File: src/design/mhve_pkg.sv
// Package for the mail header value extractor: types, constants and helpers.
`default_nettype none
package mhve_pkg;

	localparam int MAX_NAME_LEN = 16;
	localparam int LEN_W        = 5;
	localparam int CNT_W        = 4;
	localparam int CHARS_W      = 8 * MAX_NAME_LEN;

	localparam logic [7:0] CH_COLON = 8'h3A;
	localparam logic [7:0] CH_SPACE = 8'h20;
	localparam logic [7:0] CH_TAB   = 8'h09;
	localparam logic [7:0] CH_CR    = 8'h0D;
	localparam logic [7:0] CH_LF    = 8'h0A;

	localparam logic [31:0] END_CRLFCRLF = 32'h0D0A_0D0A;
	localparam logic [15:0] END_LFLF     = 16'h0A0A;
	localparam logic [15:0] END_CRCR     = 16'h0D0D;

	// Configuration register indexes.
	localparam logic [1:0] REG_NAME_LENGTH = 2'd0;
	localparam logic [1:0] REG_CHARS_LOW   = 2'd1;
	localparam logic [1:0] REG_CHARS_HIGH  = 2'd2;

	typedef enum logic [5:0] {
		PH_MATCH    = 6'b000001,
		PH_SKIPLINE = 6'b000010,
		PH_EOLRUN   = 6'b000100,
		PH_SEP      = 6'b001000,
		PH_VALUE    = 6'b010000,
		PH_IDLE     = 6'b100000
	} phase_t;

	// What one byte does to the search state, and the result it produces.
	typedef struct packed {
		phase_t           phase;
		logic [CNT_W-1:0] matched;
		logic [31:0]      recent;
		logic             emit;
		logic             done;
		logic             found;
	} step_out_t;

	// ASCII upper case letters fold to lower case.
	function automatic logic [7:0] fold(input logic [7:0] c);
		logic [7:0] r;
		r = c;
		if (c >= 8'h41 && c <= 8'h5A)
			r = c + 8'h20;
		return r;
	endfunction

	function automatic logic is_eol(input logic [7:0] c);
		return (c == CH_CR) || (c == CH_LF);
	endfunction

endpackage
`default_nettype wire

File: src/design/mhve_step.sv
// Per-byte search step: phase update, name compare and result decision.
`default_nettype none
module mhve_step (
	input  wire mhve_pkg::phase_t                phase,
	input  wire logic [mhve_pkg::CNT_W-1:0]     matched,
	input  wire logic [31:0]                    recent,
	input  wire logic [7:0]                     text_byte,
	input  wire logic                           final_byte,
	input  wire logic [mhve_pkg::LEN_W-1:0]     name_len,
	input  wire logic [mhve_pkg::CHARS_W-1:0]   name_chars,
	output mhve_pkg::step_out_t                 res
);
	import mhve_pkg::*;

	phase_t           ph;
	logic [CNT_W-1:0] m;
	logic [LEN_W-1:0] m_inc;
	logic             to_sep;
	logic             emit;
	logic             done;
	logic             found;
	logic             eol;
	logic             terminator;
	logic [7:0]       name_ch;

	assign eol        = is_eol(text_byte);
	assign terminator = (recent == END_CRLFCRLF) || (recent[15:0] == END_LFLF) ||
		(recent[15:0] == END_CRCR);

	always_comb begin
		ph      = phase;
		m       = matched;
		to_sep  = 1'b0;
		emit    = 1'b0;
		done    = 1'b0;
		found   = 1'b0;
		name_ch = name_chars[{m, 3'b000} +: 8];
		m_inc   = {1'b0, m} + LEN_W'(1);

		if (phase == PH_SKIPLINE && eol)
			ph = PH_EOLRUN;

		// A non line-end byte closes the line-end run: either the block
		// ends, or the byte is the first of a new line.
		if (phase == PH_EOLRUN && !eol) begin
			if (terminator) begin
				done = 1'b1;
				ph   = PH_IDLE;
			end else begin
				ph = PH_MATCH;
				m  = '0;
			end
		end

		if (ph == PH_MATCH) begin
			name_ch = name_chars[{m, 3'b000} +: 8];
			m_inc   = {1'b0, m} + LEN_W'(1);
			if (name_len == '0) begin
				ph     = PH_SEP;
				to_sep = 1'b1;
			end else if (fold(text_byte) == fold(name_ch)) begin
				if (m_inc >= name_len) begin
					m  = '0;
					ph = PH_SEP;
				end else begin
					m = m_inc[CNT_W-1:0];
				end
			end else begin
				m  = '0;
				ph = eol ? PH_EOLRUN : PH_SKIPLINE;
			end
		end

		if (phase == PH_SEP || to_sep) begin
			if (text_byte == CH_COLON || text_byte == CH_SPACE || text_byte == CH_TAB) begin
				ph = PH_SEP;
			end else if (eol) begin
				done  = 1'b1;
				found = 1'b1;
				ph    = PH_IDLE;
			end else begin
				emit = 1'b1;
				ph   = PH_VALUE;
				if (final_byte) begin
					done  = 1'b1;
					found = 1'b1;
				end
			end
		end

		if (phase == PH_VALUE) begin
			if (eol) begin
				done  = 1'b1;
				found = 1'b1;
				ph    = PH_IDLE;
			end else begin
				emit = 1'b1;
				if (final_byte) begin
					done  = 1'b1;
					found = 1'b1;
				end
			end
		end

		res.recent = {recent[23:0], text_byte};

		// The final byte always closes the search and rearms for a new text.
		if (final_byte) begin
			if (!done && phase != PH_IDLE) begin
				done  = 1'b1;
				found = 1'b0;
			end
			ph         = PH_MATCH;
			m          = '0;
			res.recent = '0;
		end

		res.phase   = ph;
		res.matched = m;
		res.emit    = emit;
		res.done    = done;
		res.found   = done && found;
	end

endmodule
`default_nettype wire

File: src/design/mail_header_value_extractor.sv
// Top level of the mail header value extractor: stream ports, registers and control.
// A byte accepted into the input register yields its result beat from the result
// register; bytes that cause no result vanish.
// Throughput: one byte per cycle while the output does not stall, set by the step
// logic between the input and result registers; the output waits only on tready.
// Reset (arst_n low, asynchronous): search state returns to matching at line start,
// both stream registers empty, name_length reads 1 and the name characters 0.
`default_nettype none
module mail_header_value_extractor (
	input  wire logic        clk,
	input  wire logic        arst_n,
	// Input stream: tdata = text_byte[7:0]; tlast = final_byte.
	input  wire logic        s_axis_tvalid,
	output logic             s_axis_tready,
	input  wire logic [7:0]  s_axis_tdata,
	input  wire logic        s_axis_tlast,
	// Output stream: tdata = value_byte[7:0]; tlast = search_done.
	output logic             m_axis_tvalid,
	input  wire logic        m_axis_tready,
	output logic [7:0]       m_axis_tdata,
	output logic             m_axis_tlast,
	// tuser bit 0 = byte_valid, bit 1 = header_found.
	output logic [1:0]       m_axis_tuser,
	// Configuration write port.
	input  wire logic        cfg_we,
	input  wire logic [1:0]  cfg_index,
	input  wire logic [63:0] cfg_data
);
	import mhve_pkg::*;

	// Configuration registers.
	logic [LEN_W-1:0] name_length_q;
	logic [63:0]      chars_low_q;
	logic [63:0]      chars_high_q;
	logic [LEN_W-1:0] len_sat;

	// Search state.
	phase_t           phase_q;
	logic [CNT_W-1:0] matched_q;
	logic [31:0]      recent_q;

	// Input register.
	logic             valid_s1;
	logic [7:0]       byte_s1;
	logic             fin_s1;

	// Result register.
	logic             out_valid_q;
	logic [7:0]       out_byte_q;
	logic             out_bvalid_q;
	logic             out_done_q;
	logic             out_found_q;

	step_out_t        step;
	logic             has_result;
	logic             advance;

	always_ff @(posedge clk or negedge arst_n) begin
		if (!arst_n) begin
			name_length_q <= LEN_W'(1);
			chars_low_q   <= '0;
			chars_high_q  <= '0;
		end else if (cfg_we) begin
			unique case (cfg_index)
				REG_NAME_LENGTH: name_length_q <= cfg_data[LEN_W-1:0];
				REG_CHARS_LOW:   chars_low_q   <= cfg_data;
				REG_CHARS_HIGH:  chars_high_q  <= cfg_data;
				default: ;
			endcase
		end
	end

	// Lengths above the name buffer size act as a full-length name.
	assign len_sat = (name_length_q > LEN_W'(MAX_NAME_LEN)) ?
		LEN_W'(MAX_NAME_LEN) : name_length_q;

	mhve_step u_step (
		.phase      (phase_q),
		.matched    (matched_q),
		.recent     (recent_q),
		.text_byte  (byte_s1),
		.final_byte (fin_s1),
		.name_len   (len_sat),
		.name_chars ({chars_high_q, chars_low_q}),
		.res        (step)
	);

	// A byte leaves the input register when its result has a place to go;
	// a byte with no result never waits on the output side.
	assign has_result    = step.emit || step.done;
	assign advance       = valid_s1 && (!has_result || !out_valid_q || m_axis_tready);
	assign s_axis_tready = !valid_s1 || advance;

	always_ff @(posedge clk or negedge arst_n) begin
		if (!arst_n) begin
			valid_s1 <= 1'b0;
		end else if (s_axis_tready) begin
			valid_s1 <= s_axis_tvalid;
		end
	end

	always_ff @(posedge clk) begin
		if (s_axis_tvalid && s_axis_tready) begin
			byte_s1 <= s_axis_tdata;
			fin_s1  <= s_axis_tlast;
		end
	end

	always_ff @(posedge clk or negedge arst_n) begin
		if (!arst_n) begin
			phase_q   <= PH_MATCH;
			matched_q <= '0;
			recent_q  <= '0;
		end else if (advance) begin
			phase_q   <= step.phase;
			matched_q <= step.matched;
			recent_q  <= step.recent;
		end
	end

	always_ff @(posedge clk or negedge arst_n) begin
		if (!arst_n) begin
			out_valid_q <= 1'b0;
		end else if (advance && has_result) begin
			out_valid_q <= 1'b1;
		end else if (m_axis_tready) begin
			out_valid_q <= 1'b0;
		end
	end

	always_ff @(posedge clk) begin
		if (advance && has_result) begin
			out_byte_q   <= step.emit ? byte_s1 : 8'h00;
			out_bvalid_q <= step.emit;
			out_done_q   <= step.done;
			out_found_q  <= step.found;
		end
	end

	assign m_axis_tvalid = out_valid_q;
	assign m_axis_tdata  = out_byte_q;
	assign m_axis_tlast  = out_done_q;
	assign m_axis_tuser  = {out_found_q, out_bvalid_q};

	// Every result beat carries a value byte or ends the search.
	a_beat_has_content: assert property (@(posedge clk) disable iff (!arst_n)
		m_axis_tvalid |-> (m_axis_tuser[0] || m_axis_tlast))
		else $error("result beat with neither value byte nor done");

	// Found is only reported on the beat that ends the search.
	a_found_with_done: assert property (@(posedge clk) disable iff (!arst_n)
		(m_axis_tvalid && m_axis_tuser[1]) |-> m_axis_tlast)
		else $error("header_found without search_done");

	// A beat without a value byte carries a zero data byte.
	a_empty_byte_zero: assert property (@(posedge clk) disable iff (!arst_n)
		(m_axis_tvalid && !m_axis_tuser[0]) |-> (m_axis_tdata == 8'h00))
		else $error("nonzero value byte on a beat without byte_valid");

	// After the final byte of a text the search rearms at a line start.
	a_final_rearms: assert property (@(posedge clk) disable iff (!arst_n)
		(advance && fin_s1) |=> (phase_q == PH_MATCH && matched_q == '0 && recent_q == '0))
		else $error("search state not rearmed after final byte");

endmodule
`default_nettype wire

File: config.mk
export PLATFORM = sky130hd
export DESIGN_NAME = mail_header_value_extractor
export DESIGN_NICKNAME = d
export VERILOG_FILES = /design/src/design/mhve_pkg.sv /design/src/design/mhve_step.sv /design/src/design/mail_header_value_extractor.sv
export SDC_FILE = /design/constraint.sdc
export NUM_CORES = 1
export LEC_CHECK = 0
export BUFFER_PORTS_ARGS = -buffer_cell sky130_fd_sc_hd__buf_2
export CORE_UTILIZATION = 55
export DETAILED_ROUTE_END_ITERATION = 8
export PLACE_DENSITY = 0.75
export SLEW_MARGIN = 25
export SYNTH_ARGS = -nofsm -noshare
export SYNTH_HDL_FRONTEND = slang
export SYNTH_HIERARCHICAL = 1
export SYNTH_SLANG_ARGS = --single-unit
File: constraint.sdc
create_clock -name clk -period 5.3 [get_ports clk]
set_clock_uncertainty 0.15 [all_clocks]
set_input_delay 0 -clock clk [delete_from_list [all_inputs] [get_ports clk]]
set_output_delay 0 -clock clk [all_outputs]
set_load 0.1 [all_outputs]
-- Word-level counts from Yosys, hierarchy flattened
Cells that the tools add are included.
- add/subtract/negate cells: 3
- order comparisons: 6
- eq/ne operators: 17
- shifts and indexed selects: 1
- mux-type cells: 58
- reduce and logical (&&, ||, !) cells: 30
- operator list (cell ; number):
    $shiftx 128x8->8 ; 1
    $mux 6 ; 13
    $mux 8 ; 6
    $eq 16x12->1 const B ; 2
    $eq 32x28->1 const B ; 1
    $mux 32 ; 1
    $mux 1 ; 29
    $mux 4 ; 7
    $eq 8x4->1 const B ; 3
    $add 8x6->8 const B ; 2
    $eq 8x6->1 const B ; 2
    $ge 8x7->1 const B ; 2
    $le 8x7->1 const B ; 2
    $logic_or 1x1->1 ; 10
    $logic_and 1x1->1 ; 9
    $eq 8x8->1 ; 1
    $eq 6x1->1 const B ; 1
    $eq 6x2->1 const B ; 1
    $eq 6x3->1 const B ; 1
    $eq 6x4->1 const B ; 1
    $eq 6x5->1 const B ; 1
    $ne 6x6->1 const B ; 1
    $reduce_and 2->1 ; 3
    $add 4x1->5 const B ; 1
    other kinds (10) ; 14
- bits in registers: 197
- input bits: 80
- output and inout bits: 13
- logic and storage cells: 129

-- Logic depth before layout (Yosys ltp)
- word-level depth: 23
- depth in mapped cells: 19
- gate-level depth less buffers: 17

-- Cells and area by module
The synthesis kept the hierarchy.
- modules (own cells, without submodules) (module ; instances ; cells an instance ; area each (sq um)):
    mail_header_value_extractor ; 1 ; 418 ; 7330.8
    mhve_step ; 1 ; 383 ; 2732.6

-- Least setup slack after synthesis
Ideal clock, no wire load.
- path kind: reg-to-reg
- from: register phase_q[3]
- to: register phase_q[2]
- library setup time: 0.125 ns
- arrival: 4.006 ns
- required time: 5.025 ns
- setup slack: 1.020 ns
- cell stages (with the launch flop): 19
- path buffers: 1
- period minus slack after synthesis: 4.280 ns
- cell sequence: dfrtp_1 -> or4_4 -> nor2_4 -> o2111a_2 -> nand2_4 -> buf_6 -> a221oi_1 -> o31ai_1 -> nor2_1 -> inv_1 -> ha_1 -> xor2_1 -> a2111oi_0 -> nand4_1 -> a21oi_2 -> o31ai_2 -> a211oi_1 -> nor3_1 -> mux2_2
- RTL lines (element ; RTL line ; RTL):
    start, declared ; mail_header_value_extractor.sv:38 ; phase_t phase_q;
    start signal, assigned ; mail_header_value_extractor.sv:115 ; phase_q <= step.phase;

==> out/metrics.yaml <==
setup_path:
  required_ns: 5.47
  reg2regPathDepth: 16
  r2r_start: "byte_s1[1]$_DFFE_PP_"
  crit_type: "reg -> reg"
  start_kind: "register"
  crit_path_max_fanout: 10
  cp.arrival_ns: 5.13
  r2r_end: "phase_q[2]$_DFFE_PN0P_"
  regToRegSetupSlack_ns: 0.35
  critPathCaptureType: "register"
sta:
  slew_headroom: 0.394
  hold_viol_final: 0
  fmax_ghz: 0.202
  slew_viol_final: 0
  fin_crit_ns: 4.95
  tns_ns: 0
  rsz0062_at_grt: "false"
  period_share: 0.934
  max_slew.worst_pin.slew_ns: 0.909
  report.final.setup_viol: 0
min_path:
  holdCritPathClass: "in -> reg"
  worstHoldPathCells: 2
  min_to: "byte_s1[7]$_DFFE_PP_"
  hold_path.startpoint: "s_axis_tdata[7]"
synthesis:
  ys_seq_area_frac: 0.500
  synth-edff-count: 20
  avgSynthCellArea_um2: 12.6
  syn-num-nets: 889
  synth_flop_cell: "dfrtp_1"
  syn-instance-count: 801
  yosys_warnings: 6
  netlist_area_mm2: 0.0101
  synth_cell_types: 82
  postSynth.asyncResetShare: 0.898
  ys_ff_latch: 197
grt:
  antenna_found_initial: 0
  grt_pass1_vias: 7155
  overflow: 0
  grt_first_pass_wirelength_um: 37400
  grtUsageTotal: 0.263
  grt_max_degree: 65
place:
  io_buffer_count: 92
  gp_congestion: 0.880
  placedCellCount: 1085
  dp_hpwl_um: 15300
layout:
  fillers: 1346
  syn2layout_area_growth_pct: 19.7
  nets: 1043
  utilization: 0.670
  drive_gt1_frac: 0.368
  instances_no_fill: 1197
  antenna_cells: 0
die:
  start_util: 0.560
  num_rows: 49
  ioPinCount: 93
  die_h_um: 137
  die_x_um: 137
  core_area_mm2: 0.0180
  die-area_mm2: 0.0188
routing:
  ant_nets: 0
  first_iter_violations: 530
  via_per_inst: 5.87
  detail_route.first_pass.iterations: 5
  via_count: 7025
  finalWirelength_um: 23600
  drt-wirelength-per-cell_um: 19.7
  drc: 0
clocking:
  clock_sink_count: 197
  clk-insertion-delay-late_ns: 0.44
  cts_tree: "built"
  htreeDepth: 4
  cts_buffers: 17
  clk_pin_slew_ns: 0.07
  cts_buffer_depth: 2
  cts_root_buf: "clkbuf_16"
  post_cts_buffers: 0
status:
  status: "finished clean"
flow_run:
  cap_viol_max_count: 0
power:
  total_leakage_power_uw: 0.00516
  p_per_area_mw_per_mm2: 370
  peakVddDrop_v: 0.000513
synth_stat cells (12+ instances only):
cell type  instances  area share
a21oi_1           24       0.012
and2_1            12      0.0075
buf_4             17       0.013
clkbuf_1          18      0.0067
dfrtp_1          175        0.44
edfxtp_1          20       0.060
inv_1             15      0.0056
mux2_2           173        0.19
mux2i_1           21       0.021
mux4_2            12       0.027
nand2_1           19      0.0071
nor2_1            38       0.014
nor2b_1           41       0.025
o211ai_1          12      0.0090
o21ai_0           13      0.0065
per-stage QoR:
stage                     hold slack [ns]  area [µm²]  power [µW]  setup slack [ns]
final                               0.132       12000        4450             0.348
after global routing                0.130       12000        4650            0.0923
after CTS                           0.115       12000        4460             0.362
after detailed placement           -0.113       10600        3150             0.376
after global placement             -0.107       10600        3120             0.530
after floorplan                    -0.446       10100        2880              1.02
worst max-delay path, cell delays in order, from the launching register on:
cell and delay, ns:
edfxtp_1 0.54, and3b_1 0.25, o211ai_2 0.40, o2111ai_4 0.26
o21ai_1 0.66, o21bai_1 0.21, o2bb2ai_1 0.19, nand2_1 0.14
ha_1 0.23, xor2_1 0.16, a2111oi_1 0.53, nand4_1 0.18
a21oi_2 0.18, o31ai_2 0.14, a211oi_1 0.26, nor3_1 0.08
mux2_2 0.27
registers in the layout, indices dropped and copies added (netlist names):
name           flops
valid_s1           1
chars_high_q      64
out_found_q        1
m_axis_tlast       1
out_bvalid_q       1
name_length_q      5
matched_q          4
phase_q            6
byte_s1            8
recent_q          32
chars_low_q       64
fin_s1             1
m_axis_tvalid      1
m_axis_tdata       8
layer usage:
layer / global-route usage / part of all wire / vias up
li1: - / - / 3248
met1: 0.349 / 0.44 / 3518
met2: 0.434 / 0.49 / 219
met3: 0.0519 / 0.046 / 40
met4: 0.0855 / 0.019 / 0
met5: 0 / 0 / -
logic make-up (layout without fill, tap and decap cells):
group,count (synthesis),count (layout),synth area share
compound gates,127,127,0.0936
xor+xnor,9,9,0.00783
fa+ha+maj,8,8,0.00995
buf+inv,66,233,0.0358
flops,197,197,0.500
mux,209,209,0.245
simple gates,185,185,0.108
report_power, final:
group	leakage (µW)	internal (µW)	switching, µW
Clock	0.000286	629	640
Sequential	0.00235	1830	208
Combinational	0.00252	520	623
repair_timing:
item                       in CTS  in global routing
gates resized for setup         0                  1
hold endpoints to repair      219                  0
hold buffers                   80                  0
setup endpoints to repair       0                  2
worst max-delay path by stage:
| stage | from | to | slack, ns | cells after the start |
|---|---|---|---|---|
| after floorplan | phase_q[3]$_DFFE_PN0P_ | phase_q[2]$_DFFE_PN0P_ | 1.02 | 18 |
| after global placement | byte_s1[1]$_DFFE_PP_ | phase_q[2]$_DFFE_PN0P_ | 0.53 | 16 |
| after detailed placement | byte_s1[2]$_DFFE_PP_ | phase_q[2]$_DFFE_PN0P_ | 0.38 | 16 |
| after CTS | byte_s1[2]$_DFFE_PP_ | phase_q[2]$_DFFE_PN0P_ | 0.36 | 16 |
| after global routing | byte_s1[1]$_DFFE_PP_ | phase_q[2]$_DFFE_PN0P_ | 0.09 | 17 |
| final | byte_s1[1]$_DFFE_PP_ | phase_q[2]$_DFFE_PN0P_ | 0.35 | 16 |
area by class of cell:
type	instances	area [µm²]	area share
multi-input cells	538	4670	0.388
inverters	15	56.3	0.00468
repair buffers	186	1410	0.117
clock buffers	17	425	0.0353
well taps	229	287	0.0238
flip-flops and latches	197	5030	0.418
clock inverters	15	160	0.0133
cells in the final DEF (no fill, tap or decap), types with 17 or more instances in the layout:
master	Yosys	final
dfrtp_1	175	174
mux2_2	173	173
buf_2	9	91
dlygate4sd3_1	0	79
nor2b_1	41	41
nor2_1	38	38
a21oi_1	24	24
mux2i_1	21	21
edfxtp_1	20	20
nand2_1	19	19
clkbuf_16	0	17
(Power assumes the default switching activity.)
